### src/rtl/jmsc_pkg.sv
// shared types, marker codes and the parser state record for the marker stream checker
package jmsc_pkg;

  typedef enum logic [2:0] {
    PH_PREFIX = 3'd0,
    PH_CODE   = 3'd1,
    PH_LEN_HI = 3'd2,
    PH_LEN_LO = 3'd3,
    PH_SKIP   = 3'd4
  } phase_e;

  localparam logic [7:0] MK_PREFIX   = 8'hFF;
  localparam logic [7:0] MK_STUFF    = 8'h00;
  localparam logic [7:0] MK_APP_LO   = 8'hE0;
  localparam logic [7:0] MK_APP_HI   = 8'hE9;
  localparam logic [7:0] MK_RST_LO   = 8'hD0;
  localparam logic [7:0] MK_RST_HI   = 8'hD7;
  localparam logic [7:0] MK_EOI      = 8'hD9;
  localparam logic [7:0] MK_SOF0     = 8'hC0;
  localparam logic [7:0] MK_SOF2     = 8'hC2;
  localparam logic [7:0] MK_DHT      = 8'hC4;
  localparam logic [7:0] MK_DQT      = 8'hDB;
  localparam logic [7:0] MK_COM      = 8'hFE;
  localparam logic [7:0] MK_SOS      = 8'hDA;
  localparam logic [7:0] MK_DRI      = 8'hDD;

  localparam logic [15:0] DRI_BODY_LEN = 16'd4;
  localparam logic [15:0] LEN_MIN      = 16'd2;

  typedef struct packed {
    phase_e      phase;
    logic        in_scan;
    logic [7:0]  len_hi;
    logic [15:0] skip;
    logic        enter_scan;
    logic        err;
  } parse_state_t;

  localparam parse_state_t STATE_RESET = '{
    phase:      PH_PREFIX,
    in_scan:    1'b0,
    len_hi:     8'h00,
    skip:       16'h0000,
    enter_scan: 1'b0,
    err:        1'b0
  };

endpackage

### src/rtl/jmsc_parse.sv
// next-state logic of the marker parser for one byte
module jmsc_parse
  import jmsc_pkg::*;
(
  input  parse_state_t state_i,
  input  logic [7:0]   byte_i,
  output parse_state_t state_o,
  output logic         pass_o
);

  logic        len_code;
  logic        rst_code;
  logic        bare_code;
  logic [15:0] seg_len;
  logic [15:0] skip_dec;
  parse_state_t st;

  assign len_code = ((byte_i >= MK_APP_LO) && (byte_i <= MK_APP_HI)) ||
                    (byte_i == MK_SOF0) || (byte_i == MK_SOF2) ||
                    (byte_i == MK_DHT) || (byte_i == MK_DQT) || (byte_i == MK_COM);
  assign rst_code  = (byte_i >= MK_RST_LO) && (byte_i <= MK_RST_HI);
  assign bare_code = (byte_i >= MK_RST_LO) && (byte_i <= MK_EOI);
  assign seg_len   = {state_i.len_hi, byte_i};
  assign skip_dec  = (state_i.skip != 16'd0) ? (state_i.skip - 16'd1) : state_i.skip;

  always_comb begin
    st = state_i;
    if (!state_i.err) begin
      unique case (state_i.phase)
        PH_PREFIX: begin
          if (byte_i == MK_PREFIX) begin
            st.phase = PH_CODE;
          end else if (!state_i.in_scan) begin
            st.err = 1'b1;
          end
        end
        PH_CODE: begin
          // stuffing, fill bytes and restarts stay inside scan data
          if (state_i.in_scan && (byte_i == MK_STUFF || rst_code)) begin
            st.phase = PH_PREFIX;
          end else if (state_i.in_scan && byte_i == MK_PREFIX) begin
            st.phase = PH_CODE;
          end else begin
            st.in_scan = 1'b0;
            priority if (len_code) begin
              st.enter_scan = 1'b0;
              st.phase      = PH_LEN_HI;
            end else if (byte_i == MK_SOS) begin
              st.enter_scan = 1'b1;
              st.phase      = PH_LEN_HI;
            end else if (bare_code) begin
              st.phase = PH_PREFIX;
            end else if (byte_i == MK_DRI) begin
              st.enter_scan = 1'b0;
              st.skip       = DRI_BODY_LEN;
              st.phase      = PH_SKIP;
            end else begin
              st.err = 1'b1;
            end
          end
        end
        PH_LEN_HI: begin
          st.len_hi = byte_i;
          st.phase  = PH_LEN_LO;
        end
        PH_LEN_LO: begin
          if (seg_len < LEN_MIN) begin
            st.err = 1'b1;
          end else begin
            st.skip = seg_len - LEN_MIN;
            if (seg_len == LEN_MIN) begin
              st.phase      = PH_PREFIX;
              st.in_scan    = state_i.enter_scan;
              st.enter_scan = 1'b0;
            end else begin
              st.phase = PH_SKIP;
            end
          end
        end
        PH_SKIP: begin
          st.skip = skip_dec;
          if (skip_dec == 16'd0) begin
            st.phase      = PH_PREFIX;
            st.in_scan    = state_i.enter_scan;
            st.enter_scan = 1'b0;
          end
        end
        default: begin
          st.err = 1'b1;
        end
      endcase
    end
  end

  assign state_o = st;
  assign pass_o  = !st.err && (st.phase != PH_CODE) && (st.phase != PH_LEN_HI) &&
                   (st.phase != PH_LEN_LO);

endmodule

### src/rtl/jpeg_marker_stream_check.sv
// top level: input register, parser state, verdict register
// Checks the marker structure of a JPEG file fed one byte per item and gives one
// pass/fail item for the byte flagged with tlast. One byte is taken every cycle
// when the verdict side keeps up; only a byte with tlast waits while an earlier
// verdict has not been taken. A verdict is loaded into the verdict register when its
// last byte leaves the input register; the byte is held there while the parser
// decodes it. The parser state update and the verdict register load happen at the
// same edge, through one combinational path over the marker decode and the 16-bit
// length and skip counter. The parser returns to its reset state after every verdict.
module jpeg_marker_stream_check
  import jmsc_pkg::*;
(
  input  logic       clk_i,
  input  logic       rst_ni,
  input  logic       s_axis_tvalid_i,
  output logic       s_axis_tready_o,
  input  logic [7:0] s_axis_tdata_i,   // [7:0] data_byte
  input  logic       s_axis_tlast_i,   // last_byte
  output logic       m_axis_tvalid_o,
  input  logic       m_axis_tready_i,
  output logic [7:0] m_axis_tdata_o    // [0] file_valid, [7:1] zero
);

  logic         in_valid_q, in_valid_d;
  logic [7:0]   in_byte_q;
  logic         in_last_q;
  logic         out_valid_q, out_valid_d;
  logic         out_pass_q;
  logic         advance;
  logic         take_in;
  logic         step_pass;
  parse_state_t state_q, state_d, step_state;

  jmsc_parse u_parse (
    .state_i (state_q),
    .byte_i  (in_byte_q),
    .state_o (step_state),
    .pass_o  (step_pass)
  );

  // a last byte moves on only if the verdict slot is free or being emptied
  assign advance = in_valid_q && (!in_last_q || !out_valid_q || m_axis_tready_i);
  assign s_axis_tready_o = !in_valid_q || advance;
  assign take_in = s_axis_tvalid_i && s_axis_tready_o;

  always_comb begin
    in_valid_d = in_valid_q;
    if (take_in) begin
      in_valid_d = 1'b1;
    end else if (advance) begin
      in_valid_d = 1'b0;
    end
  end

  always_comb begin
    state_d = state_q;
    if (advance) begin
      state_d = in_last_q ? STATE_RESET : step_state;
    end
  end

  always_comb begin
    out_valid_d = out_valid_q;
    if (advance && in_last_q) begin
      out_valid_d = 1'b1;
    end else if (m_axis_tready_i) begin
      out_valid_d = 1'b0;
    end
  end

  always_ff @(posedge clk_i or negedge rst_ni) begin
    if (!rst_ni) begin
      in_valid_q  <= 1'b0;
      out_valid_q <= 1'b0;
      state_q     <= STATE_RESET;
    end else begin
      in_valid_q  <= in_valid_d;
      out_valid_q <= out_valid_d;
      state_q     <= state_d;
    end
  end

  always_ff @(posedge clk_i) begin
    if (take_in) begin
      in_byte_q <= s_axis_tdata_i;
      in_last_q <= s_axis_tlast_i;
    end
    if (advance && in_last_q) begin
      out_pass_q <= step_pass;
    end
  end

  assign m_axis_tvalid_o = out_valid_q;
  assign m_axis_tdata_o  = {7'd0, out_pass_q};

  a_reset_after_verdict: assert property (@(posedge clk_i) disable iff (!rst_ni)
    advance && in_last_q |=> state_q == STATE_RESET)
    else $error("parser state not cleared after verdict");

  a_verdict_loaded: assert property (@(posedge clk_i) disable iff (!rst_ni)
    advance && in_last_q |=> out_valid_q)
    else $error("verdict not presented after last byte");

  a_verdict_source: assert property (@(posedge clk_i) disable iff (!rst_ni)
    $rose(out_valid_q) |-> $past(advance && in_last_q))
    else $error("verdict appeared without a last byte");

  a_error_sticky: assert property (@(posedge clk_i) disable iff (!rst_ni)
    state_q.err && !(advance && in_last_q) |=> state_q.err)
    else $error("error flag dropped inside a file");

endmodule
### config.mk
export PLATFORM = sky130hd
export DESIGN_NAME = jpeg_marker_stream_check
export DESIGN_NICKNAME = d
export VERILOG_FILES = /design/src/rtl/jmsc_pkg.sv /design/src/rtl/jmsc_parse.sv /design/src/rtl/jpeg_marker_stream_check.sv
export SDC_FILE = /design/constraint.sdc
export NUM_CORES = 1
export LEC_CHECK = 0
export BUFFER_PORTS_ARGS = -buffer_cell sky130_fd_sc_hd__clkbuf_2
export CAP_MARGIN = 20
export CELL_PAD_IN_SITES_DETAIL_PLACEMENT = 0
export CELL_PAD_IN_SITES_GLOBAL_PLACEMENT = 1
export CORE_ASPECT_RATIO = 0.5
export CORE_UTILIZATION = 50
export DETAILED_ROUTE_END_ITERATION = 8
export GPL_TIMING_DRIVEN = 0
export HOLD_SLACK_MARGIN = 0.1
export PLACE_DENSITY = 0.92
export SETUP_SLACK_MARGIN = 0.05
export SLEW_MARGIN = 20
export SYNTH_ARGS = -nofsm -noshare
export SYNTH_HDL_FRONTEND = slang
export SYNTH_SLANG_ARGS = --single-unit
### constraint.sdc
create_clock -name clk_i -period 5.45 [get_ports clk_i]
set_input_delay 0.2725 -clock clk_i [delete_from_list [all_inputs] [get_ports clk_i]]
set_output_delay 0.2725 -clock clk_i [all_outputs]
set_load 0.01 [all_outputs]
==> results of run 1 <==
flip-flops by register name (all words and copies together), names as in the netlist:
signal and cells:
in_byte_q 8, in_last_q 1, in_valid_q 1, m_axis_tvalid_o 1, out_pass_q 1, state_q 30
area by class of cell:
| cell class | instances | area (um^2) |
|---|---|---|
| Fill cell | 500 | 2270 |
| Multi-Input combinational cell | 297 | 1820 |
| Tap cell | 84 | 105 |
| Clock buffer | 5 | 125 |
| Timing Repair Buffer | 15 | 75.1 |
| Inverter | 11 | 41.3 |
| Sequential cell | 42 | 1100 |
| Clock inverter | 3 | 26.3 |
| Buffer | 29 | 188 |
cell families after synthesis:
logic type,after synthesis
AO/OA/AOI/OAI,115
flip-flops,42
multiplexers,4
other,1
adder cells (fa/ha/maj),4
buffers and inverters,40
XOR/XNOR,12
AND/OR/NAND/NOR,155
final timing paths:
kind                                    from           end  slack, ps  cells past startpoint
hold reg to reg                  state_q[20]   state_q[20]        520                      2
setup reg to reg                  state_q[2]    out_pass_q       2160                      9
hold / removal                        rst_ni   state_q[24]         80                      1
setup / recovery                  state_q[2]    out_pass_q       2160                      9
min in group clk_i         s_axis_tdata_i[3]  in_byte_q[3]        150                      1
max in group asynchronous             rst_ni   state_q[26]       4830                      1
per-stage QoR:
stage	util, %	total power (uW)	hold slack, ps	area (um^2)	std cells
after floorplan	-	1120	-23.1	3150	379
after global placement	58.0	1310	408	3330	478
after detailed placement	58.0	1320	433	3330	478
after CTS	60.6	1630	127	3490	486
after global routing	60.6	1770	142	3490	486
final	60.6	1660	80.1	3490	486
layout by cell type, fill, tap and decap left out, types with 4 or more instances in the layout:
master,instances
and2_1,5
and3_1,5
nor3_1,14
nor2_1,30
buf_6,4
xnor2_1,6
or4_1,4
inv_1,11
nand2_1,45
clkbuf_2,15
edfxtp_1,10
nand3b_1,5
clkbuf_1,10
conb_1,7
xor2_1,6
a22oi_1,4
o21ai_0,24
clkbuf_16,5
dfrtp_1,32
nand3_1,8
buf_4,12
a21oi_1,18
o21ai_1,23
nand2b_1,4
o31ai_1,8
Yosys cell counts (all sizes together), types with 5 or more instances:
library cell and n:
nand3 9, nand2 46, nand3b 5, edfxtp 10
xnor2 6, o31ai 8, and3 5, a21oi 18
and2 5, or4 5, nor2 30, nor4 6
nor3 17, inv 11, o21ai 48, dfrtp 32
clkbuf 10, xor2 6, buf 19
worst max-delay path, cell delays in order, from the launching register on:
cell	delay, ps
dfrtp_1	420
inv_1	100
ha_1	290
or3b_1	450
nor3_2	360
nand2_1	100
o21a_1	210
a2111oi_1	760
a211o_1	260
a21oi_1	80
layer usage:
layer	track usage (%)	up-vias	wire length, um
met5	0	-	0
met4	6.49	0	79
met3	5.86	9	623
met2	38.8	128	3280
met1	39.9	1346	3900
li1	-	1417	-
power by group through the flow:
| stage | combinational (uW) | clock [uW] | sequential [uW] |
|---|---|---|---|
| 6_report | 917 | 312 | 427 |
| 5_1_grt | 1000 | 328 | 437 |
| 4_1_cts | 895 | 314 | 425 |
| 3_5_place_dp | 889 | 0 | 431 |
| 3_3_place_gp | 884 | 0 | 430 |
| 2_1_floorplan | 700 | 0 | 416 |
==> impl_summary.md, run 1 <==
Run status
The flow ran to the end, and the final reports show no timing, DRC or antenna violations.

Critical path
The worst setup path is launched from a flop. The critical path required time is ~5500 ps. The biggest fanout along the worst timing path is 8.

The endpoint arrival time on the critical path is roughly 3300 ps. The critical path class is flop to flop. STA classifies the critical path endpoint as a flop.

Yosys
In this run, synthesis inferred 10 flip-flops with an integrated enable. Sorting the synthesized cells by area gives the leading types as dfrtp_1, edfxtp_1, nand2_1. The share of the synthesized area in the top cell type is approximately a quarter.

After synthesis, the mean cell area works out to between 8 and 9 um^2. The area share of and/or/nand/nor cells after synthesis is 26.8%. The multiplexer fraction of the synthesized cell area is 1.32%. The register bit total from synthesis is 42. The part of the Yosys area used for sequential elements is 35.2%.

The combined area of all synthesized cells is approximately 3100 um^2. The netlist uses 75 different library cells. The most used flip-flop cell after synthesis is dfrtp_1. The share of flip-flops with an asynchronous set or reset is between 70% and 80%. The synthesized netlist cell count is ~370.

The share of the synthesized area in compound gates (AO/OA/AOI/OAI) is approximately 24%. Summing the areas of all xor and xnor instances in the mapped netlist gives under 10% of the synthesized area. After synthesis, the largest family of logic cells by area is simple AND/OR/NAND/NOR gates. The largest area contributor in the synthesized netlist is dfrtp_1.

Of the total synthesized cell area, the portion taken by full adders, half adders and majority gates is 1.56%. The total number of yosys warnings is 0.

Cells and area
The number of nets in the layout is ~420. The fraction of layout instances using a drive strength above 1 is roughly 16%. The area growth from synthesis to layout is 11.3%.

The antenna cell count is 0.

Clock network
The H-tree depth reported by CTS is 2. The number of setup buffers added after CTS is 0. TritonCTS built the clock tree. The number of CTS-inserted buffers is 5. The clock tree root driver cell is clkbuf_16. The number of buffers on the longest clock path is 2.

The count of cells resized by post-cts repair is 0. In this run, post-CTS hold repair placed 0 buffers. The sink count of the clock tree is 42.

After clock tree synthesis, the clock-pin slew on the worst setup and hold paths is around 70 ps. The later pin in the worst-skew pair is clocked with a latency of 290 ps.

Detailed routing
The violation count after the first detailed-route iteration is approximately 200. In the routed design, unresolved DRC markers number 0. The routed layout has 2900 vias. The first TritonRoute pass finished after 5 iterations. In this run the remaining antenna-violating nets after routing total 0. The routed design has around 7900 um of wire. After detailed routing, the average wire length per cell comes to between 15 and 20 um.

The mean number of vias per cell is roughly 6.0.

Floorplan
For this design the top-level I/O count stands at 23. For this configuration, the core starts out at a cell density of between 50% and 60%. The total area inside the core boundary comes to 5750 um^2. Row generation in the floorplan step produced 19 rows. The floorplan step set the die width to 114 um. From bottom edge to top edge, the die measures 58.0 um. The total die area is 6600 um^2.

Global routing
The via count of the first global-routing pass came to around 2600. After global routing the overflow that remains totals 0. Entering global routing, the biggest net connects 33 pins. Global routing used a little over a quarter of the available tracks. The first global-routing pass estimated 13400 um of wire.

The number of antenna violations at the first check in global routing is 0.

Power and ir drop
The switching part of the total power is between 40% and 50%. In this run, the clock network consumes a little under a fifth of the power. In this run, flip-flops and latches consume 25.8% of the power. The net switching component of the power is 764 uW. For this design the static power due to leakage is between 0.001 and 0.0015 uW.

The power per unit of standard cell area is approximately 470 nW/um^2. The share of power burned in combinational logic is a little under three fifths. The internal power consumption is roughly 900 uW. The peak supply drop is 0.000214 V.

STA
The worst-case headroom to the max-slew limit is between 40 and 50%. The total count of hold-check failures in the final report is 0. After layout, the minimum clock period comes to approximately 3300 ps. The setup clock skew after layout is 5.75 ps. Setup repair after global routing left no endpoint under its margin.

The worst path uses 60.3% of the clock period. Adding up every negative setup slack in the final design gives 0 ps. The final number of max-transition violations is 0.

The count of final setup violators is 0. The slew of the pin with the lowest slew margin is slightly below 900 ps. The worst path setup slack after routing is 2160 ps. Static timing analysis puts the maximum clock frequency at between 0.3 and 0.4 GHz.

Placement
The HPWL after detailed placement is 5910 um. Port buffering added 15 buffers. Prior to clock tree synthesis, the placed netlist has a worst setup slack of 2220 ps.

At the end of routability-driven placement, the weighted congestion stood at slightly below 1.

Min path
The min-delay analysis places its worst path in the category input port to asynchronous set/reset pin.

Flow run
Across the run, the number of max-cap violations was 0.
Power figures use the tool's default switching activity.
==> run 2, diff against run 1 <==
--- a/config.mk
+++ b/config.mk
@@ -10,11 +10,11 @@
 export CELL_PAD_IN_SITES_DETAIL_PLACEMENT = 0
 export CELL_PAD_IN_SITES_GLOBAL_PLACEMENT = 1
 export CORE_ASPECT_RATIO = 0.5
-export CORE_UTILIZATION = 50
+export CORE_UTILIZATION = 42
 export DETAILED_ROUTE_END_ITERATION = 8
 export GPL_TIMING_DRIVEN = 0
 export HOLD_SLACK_MARGIN = 0.1
-export PLACE_DENSITY = 0.92
+export PLACE_DENSITY = 0.83
 export SETUP_SLACK_MARGIN = 0.05
 export SLEW_MARGIN = 20
 export SYNTH_ARGS = -nofsm -noshare
==> constraint.sdc (replaced) <==
create_clock -name clk_i -period 2.65 [get_ports clk_i]
set_input_delay 0.1325 -clock clk_i [delete_from_list [all_inputs] [get_ports clk_i]]
set_output_delay 0.1325 -clock clk_i [all_outputs]
set_load 0.01 [all_outputs]
==> run 2 against run 1 <==
Effect of this change: the flow now finishes with violations (setup timing); clock skew is 1.1 ps lower; worst setup slack worse by 2200 ps; clock power is 130% higher; hold slack better by 410 ps; power grew to 2.6 times the previous value; sequential share of layout area is 3.4 points lower; cell count is 7.0% higher; largest cell class unchanged; critical path type unchanged; count of clock-buffer cells in the layout stayed put; highest routed layer unchanged; final area is 12% higher.
==> impl_summary.md, run 2 (synthesis gave the netlist of run 1 again) <==
Run status
The run finished, with violations left. The final reports fail on setup timing.

Cells and area
The number of flip-flops under the largest register name was 30 (unchanged). The most common cell after layout, fill and taps aside is nand2_1. The multi-input logic area came to 1980 um^2 (+8.6%). The fraction of layout instances using a drive strength above 1 is 24.5% (+8.1 points).

The non-filler instance count after layout was 520 (+7.0%). More flip-flops sit in one register than any other, and that register is state_q. The layout filler cell count is 620 (+24%). The largest registers in the layout are state_q: 30 flops, in_byte_q: 8 flops.

Leaving out fill and tap cells, the most frequent cells in the layout are nand2_1, dfrtp_1, nor2_1. The core utilization of the finished layout is 56.3% (-4.2 points). The layout overhead on the synthesized area is 24.8%.

The number of nets in the layout is 443 (+6.2%). The antenna cell count came to 0 (unchanged). The area taken by flip-flops and latches is 1100 um^2 (unchanged).

Detailed routing
The average wire per cell in the routed design is 17.0 um (+4.7%). The mean number of vias per cell is 6.01 (+0.65%). The number of remaining DRC errors is 0 (unchanged). The violation count after the first detailed-route iteration is 254 (+26%). The remaining antenna violation count after routing is 0 (unchanged). The number of detailed-routing iterations run before antenna repair is 5 (unchanged). The total wire length is 8830 um (+12%). The total via count after detailed routing is 3123 (+7.7%).

Critical path
The worst register-to-register path ends at out_pass_q. The endpoint arrival time on the critical path came to 2730 ps (-590 ps). The critical path required time was 2690 ps (-2800 ps).

The worst flop-to-flop path startpoint is state_q[3]. The signal on the critical path passes through inv_2 > ha_4 > or3b_4 > maj3_2 > nor3_2 > nand4_1 > a2111oi_4 > a211o_1 > a21oi_2. In this run the worst setup path terminates at out_pass_q. The launching element type of the critical path is a flop.

The critical path in this run is classified as flop to flop. The internal reg-to-reg setup slack was -50 ps (-2210 ps). The logic depth of the worst register-to-register path is 9 (unchanged). The biggest fanout along the worst timing path came to 2 (-6).

The delay of the slowest critical-path stage is 460 ps (-300 ps). In this run the worst setup path begins at state_q[3]. The kind of end point of the critical path is a flop. The critical-path cell with the highest stage delay is a2111oi_4.

Flow run
The reported max-cap violation count is 0 (unchanged).

Global routing
The met2 layer usage reported by global route is 37.5% (-1.3 points). The total routing resource utilization after global routing came to 24.7% (-1.8 points). The met1 routing resource usage after global routing was 34.9% (-5.0 points). The most used routing layer in global routing is met2. The number of antenna violations at the first check in global routing was 0 (unchanged). The global-route wire length before repair was 14900 um (+11%). The met3 usage is 5.43% (-0.42 points). The via count of the first global-routing pass is 2949 (+13%). The final global-route overflow total is 0 (unchanged). The maximum number of pins on one net before global-route repair was 33 (unchanged).

STA
The worst-case headroom to the max-slew limit was 30.7% (-11 points). The share of the clock period used by the worst path is 102% (+42 points). The final number of max-transition violations is 0 (unchanged). Setup repair after global routing could not meet its margin everywhere. The slew of the pin with the lowest slew margin was 1040 ps (+162 ps). The worst path setup slack after routing is -48.5 ps (-2210 ps).

The minimum period implied by the final worst setup slack is 2700 ps (-588 ps). The setup clock skew after layout is 4.64 ps (-1.12 ps). The total count of hold-check failures in the final report was 0 (unchanged).

The count of final setup violators was 1 (+1). The achievable clock frequency is 0.371 GHz (+22%).

Clock network
The cell sitting at the root of the clock tree is a clkbuf_16. The number of buffers on the longest clock path is 2 (unchanged). The number of CTS-inserted buffers is 5 (unchanged). The insertion delay of the later-clocked pin in the worst-skew pair is 290 ps (about the same).

The clock transition at the registers of the reported paths is 60 ps (about the same). The H-tree depth reported by CTS was 2 (unchanged). The clock tree from TritonCTS is yes. The sink count of the clock tree is 42 (unchanged).

Power and ir drop
The peak supply drop is 0.000432 V (+100%). The power after layout is 4240 uW (+160%). The power per unit of standard cell area came to 1080 nW/um^2 (+130%). The leakage power figure is 0.00163 uW (+11%).

Floorplan
The total core area is 6940 um^2 (+21%). The total die area is 7830 um^2 (+19%). The die span in y is 63.1 um (+8.8%). The number of top-level design ports is 23 (unchanged). The floorplan die width was 124 um (+8.9%). The floorplan row count came to 21 (+2).

The initial cell density of the core is 45.1% (-9.3 points).

Placement
The worst slack after detailed placement is -528 ps (-2750 ps). The placer's final routability congestion estimate was 0.980 (+1.9%). The detailed-placement wirelength estimate was 6080 um (+2.8%). The count of placed standard cells including taps came to 486 (+1.7%).

The number of buffers inserted by port buffering is 15 (unchanged).

Min path
The class of the tightest hold or removal check is input port to asynchronous set/reset pin.
==> run 2: cell count changes in the layout (fill, tap and decap cells not counted), moves of 3 or more <==
cell,change
buf_4,+13
dlygate4sd3_1,+12
nand2_1,-4
nand2_2,+4
nor3_4,+3
nor4_4,+3
o21ai_0,-3
o21ai_2,+3
==> run 2: final cells by class <==
class                      count  area share [%]
sequential                    42            28.2
inverter                      11            1.06
clock inverter                 3            1.12
tap                           92            2.94
buffer                        28            4.83
clock buffer                   5            3.20
multi-input combinational    297            50.7
timing repair buffer          42            7.97
==> run 2: worst max-delay path, delay by kind of cell (launching register included) <==
family                     cells  cell delay [ps]
AOI/OAI and AO/OA              3              770
adders and majority gates      2              440
and+or+nand+nor                3              750
DFF                            1              400
buffers and inverters          1               80
==> run 2: what timing repair did <==
action                                 4_1_cts  5_1_grt
buffers inserted                             6        9
gates resized for setup                     16       25
cloned                                       0        0
setup endpoints to repair                    7       13
hold buffers                                12        0
pin swaps                                    7       16
endpoints found under the hold margin       43        0
==> run 2: worst min path at each step <==
stage | from | endpoint | slack, ps | depth (start not counted)
final | rst_ni | in_valid_q | 490 | 2
after global routing | s_axis_tlast_i | in_last_q | 550 | 2
after CTS | rst_ni | state_q[27] | 510 | 2
after detailed placement | rst_ni | state_q[24] | 280 | 1
after global placement | rst_ni | state_q[0] | 270 | 1
after floorplan | rst_ni | in_valid_q | -160 | 0
==> run 2: layer usage <==
layer	vias up	wire [um]	share of wire (%)
met5	-	0	0
met4	0	124	1.4
met3	15	711	8.1
met2	152	3890	44
met1	1487	4110	47
li1	1469	-	-
==> run 2: where the power goes <==
group          leakage, uW  internal, uW  switching, uW  total, uW
Combinational      0.00102          1140           1490       2630
Sequential        0.000531           758            139        897
Clock            0.0000842           446            267        713
==> run 2: metrics by stage <==
stage	area [um^2]	hold slack (ps)	TNS [ps]
after global placement	3340	267	-1750
final	3910	494	-48.5
after detailed placement	3340	279	-1570
after floorplan	3150	-163	0
after CTS	3760	514	0
after global routing	3910	552	-93.2
==> run 3, diff against run 2 <==
--- a/config.mk
+++ b/config.mk
@@ -12,9 +12,11 @@
 export CORE_ASPECT_RATIO = 0.5
 export CORE_UTILIZATION = 42
 export DETAILED_ROUTE_END_ITERATION = 8
+export GPL_ROUTABILITY_DRIVEN = 0
 export GPL_TIMING_DRIVEN = 0
 export HOLD_SLACK_MARGIN = 0.1
 export PLACE_DENSITY = 0.83
+export REMOVE_ABC_BUFFERS = 1
 export SETUP_SLACK_MARGIN = 0.05
 export SLEW_MARGIN = 20
 export SYNTH_ARGS = -nofsm -noshare
==> run 3 against run 2 <==
Effect of this change: the flow now finishes without violations; register-to-register slack better by 80 ps; global-route usage decreased by 1.8 points; via count fell by 5.0%; power fell by 4.1%; highest routed layer unchanged.
==> impl_summary.md, run 3 (synthesis gave the netlist of run 1 again) <==
Run status
The run finished with clean final reports.

STA
The worst path setup slack after routing came to 28.0 ps (+76.5 ps). The share of the clock period used by the worst path is 98.9% (-2.9 points). The setup clock skew after layout is 4.00 ps (-0.638 ps). The achievable clock frequency came to 0.381 GHz (+2.9%). The count of final setup violators came to 0 (-1). The worst-case headroom to the max-slew limit came to 38.5% (+7.8 points).

The slew of the pin with the lowest slew margin is 919 ps (-118 ps). The total count of hold-check failures in the final report is 0 (unchanged). The minimum period implied by the final worst setup slack came to 2620 ps (-76.5 ps). The total negative slack for setup checks is 0 ps (+48.5 ps).

Setup repair after global routing could not meet its margin everywhere. The final number of max-transition violations is 0 (unchanged).

Cells and area
From synthesis to final layout, the design area changed by 19.3%. The layout filler cell count is 620 (unchanged). The fraction of layout instances using a drive strength above 1 came to 19.7% (-4.8 points). The library cell used most frequently in the layout, excluding fill and tap cells, is nand2_1. The largest registers in the layout are state_q: 30 flops, in_byte_q: 8 flops.

The core utilization of the finished layout is 53.8% (-2.5 points). The number of flip-flops under the largest register name came to 30 (unchanged). In the layout the commonest cells are nand2_1, dfrtp_1, nor2_1. The non-filler instance count after layout is 493 (-5.2%). The number of nets in the layout is 416 (-6.1%). Counting flops per register, the top entry is state_q. The antenna cell count is 0 (unchanged).

Floorplan
The initial cell density of the core is 45.1% (unchanged). The die span in y is 63.1 um (unchanged). The total core area is 6940 um^2 (unchanged). The floorplan die width came to 124 um (unchanged). The floorplan row count is 21 (unchanged). The total die area is 7830 um^2 (unchanged). The number of top-level design ports came to 23 (unchanged).

Clock network
TritonCTS built the clock tree. The sink count of the clock tree is 42 (unchanged). The number of CTS-inserted buffers came to 5 (unchanged).

The clock transition at the registers of the reported paths was 60 ps (about the same). The clock tree root driver cell is clkbuf_16. The number of buffers on the longest clock path came to 2 (unchanged). The insertion delay of the later-clocked pin in the worst-skew pair is 280 ps (about the same). The H-tree depth reported by CTS came to 2 (unchanged).

Detailed routing
The remaining antenna violation count after routing is 0 (unchanged). The average wire per cell in the routed design came to 16.9 um (-0.44%). The mean number of vias per cell is 6.02 (+0.21%). The number of detailed-routing iterations run before antenna repair is 5 (unchanged). The total wire length came to 8340 um (-5.6%).

The number of remaining DRC errors is 0 (unchanged). The violation count after the first detailed-route iteration came to 176 (-31%). The total via count after detailed routing came to 2967 (-5.0%).

Power and ir drop
The leakage power figure is 0.00154 uW (-6.0%). The sequential share of power is 23.2% (+2.0 points). The internal power consumption was 2270 uW (-3.0%). The switching part of the total power is 44.0% (-0.59 points). The power per unit of standard cell area came to 1090 nW/um^2 (+0.42%). The net switching component of the power was 1790 uW (-5.3%). The peak supply drop came to 0.000398 V (-7.8%).

The share of power burned in combinational logic is 57.3% (-4.7 points). The clock share of power is 19.5% (+2.7 points).

Placement
The number of buffers inserted by port buffering was 15 (unchanged). The worst slack after detailed placement came to -504 ps (+24.0 ps). The count of placed standard cells including taps is 458 (-5.8%).

The detailed-placement wirelength estimate is 5650 um (-7.1%).

Min path
The class of the tightest hold or removal check is input port to asynchronous set/reset pin.

Critical path
The beginning of the critical path is state_q[7]. By startpoint and endpoint, the worst setup path is classified as flop to flop. In this run the critical register-to-register path is launched from state_q[7]. The launching element type of the critical path is a flop.

For this design, the slowest cell found on the critical path is dfrtp_1. The critical path required time is 2680 ps (about the same). The kind of end point of the critical path is a flop. The endpoint arrival time on the critical path came to 2650 ps (-80 ps). The delay of the slowest critical-path stage is 470 ps (about the same). The biggest fanout along the worst timing path is 4 (+2). The signal on the critical path passes through nor4_4 > and4_1 > mux2i_1 > o21ai_1 > a2111oi_4 > a211o_1 > a21oi_1.

Global routing
The maximum number of pins on one net before global-route repair is 33 (unchanged). The global-route wire length before repair is 14000 um (-6.1%). The final global-route overflow total is 0 (unchanged). The number of antenna violations at the first check in global routing is 0 (unchanged). The via count of the first global-routing pass is 2754 (-6.6%). The total routing resource utilization after global routing is 22.9% (-1.8 points).

Flow run
The reported max-cap violation count was 0 (unchanged).
==> run 3: cell types whose count changed in the layout (fill, tap and decap cells not counted), moves of 2 or more <==
cell / change
buf_2: -3
o21ai_2: -2
buf_6: -5
clkbuf_1: -8
nor3_2: -2
buf_4: -11
o21ai_1: +3
==> run 3: final cells by class <==
type	instances	area (um^2)	area share [%]
Multi-Input combinational cell	298	1970	52.8
Clock inverter	3	68.8	1.84
Tap cell	92	115	3.08
Inverter	11	41.3	1.11
Timing Repair Buffer	42	312	8.34
Sequential cell	42	1100	29.5
Clock buffer	5	125	3.35
==> run 3: final timing paths <==
path	endpoint	slack, ps	depth (start not counted)
setup / recovery	out_pass_q	30	7
hold / removal	state_q[25]	480	2
setup reg to reg	out_pass_q	30	7
hold reg to reg	state_q[20]	510	2
max in group asynchronous	state_q[10]	1640	2
min in group clk_i	state_q[20]	510	2
==> run 3: power groups by stage <==
stage	registers, uW	clock network, uW	logic, uW
after global routing	964	835	2490
after detailed placement	941	0	1710
after floorplan	892	0	1330
after CTS	936	798	2110
final	945	791	2330
after global placement	934	0	1690
==> run 3: timing repair <==
item,in CTS,in global routing
gates cloned,1,0
buffers inserted,7,7
endpoints found under the setup margin,14,20
endpoints found under the hold margin,43,0
hold buffers,12,0
resized for setup,19,11
pin swaps,6,7
==> run 3: through the flow <==
stage / area [um^2] / total power [uW] / hold slack, ps
2_1_floorplan: 2970 / 2220 / -163
3_3_place_gp: 3160 / 2630 / 258
3_5_place_dp: 3170 / 2650 / 272
4_1_cts: 3650 / 3840 / 514
5_1_grt: 3730 / 4290 / 560
6_report: 3730 / 4060 / 484
==> run 3: worst max-delay path: cells and delay by family (launching register included) <==
family	cells	cell delay [ps]
multiplexers	1	300
AO/OA/AOI/OAI	4	910
flip-flops	1	470
AND/OR/NAND/NOR	2	700
==> run 3: per-layer routing <==
metal	wire length [um]	share of wire [%]	track usage, %	vias up
met3	607	7.3	3.99	6
met4	46	0.55	4.17	0
met5	0	0	0	-
li1	-	-	-	1420
met1	3870	46	33.4	1409
met2	3820	46	35.6	132
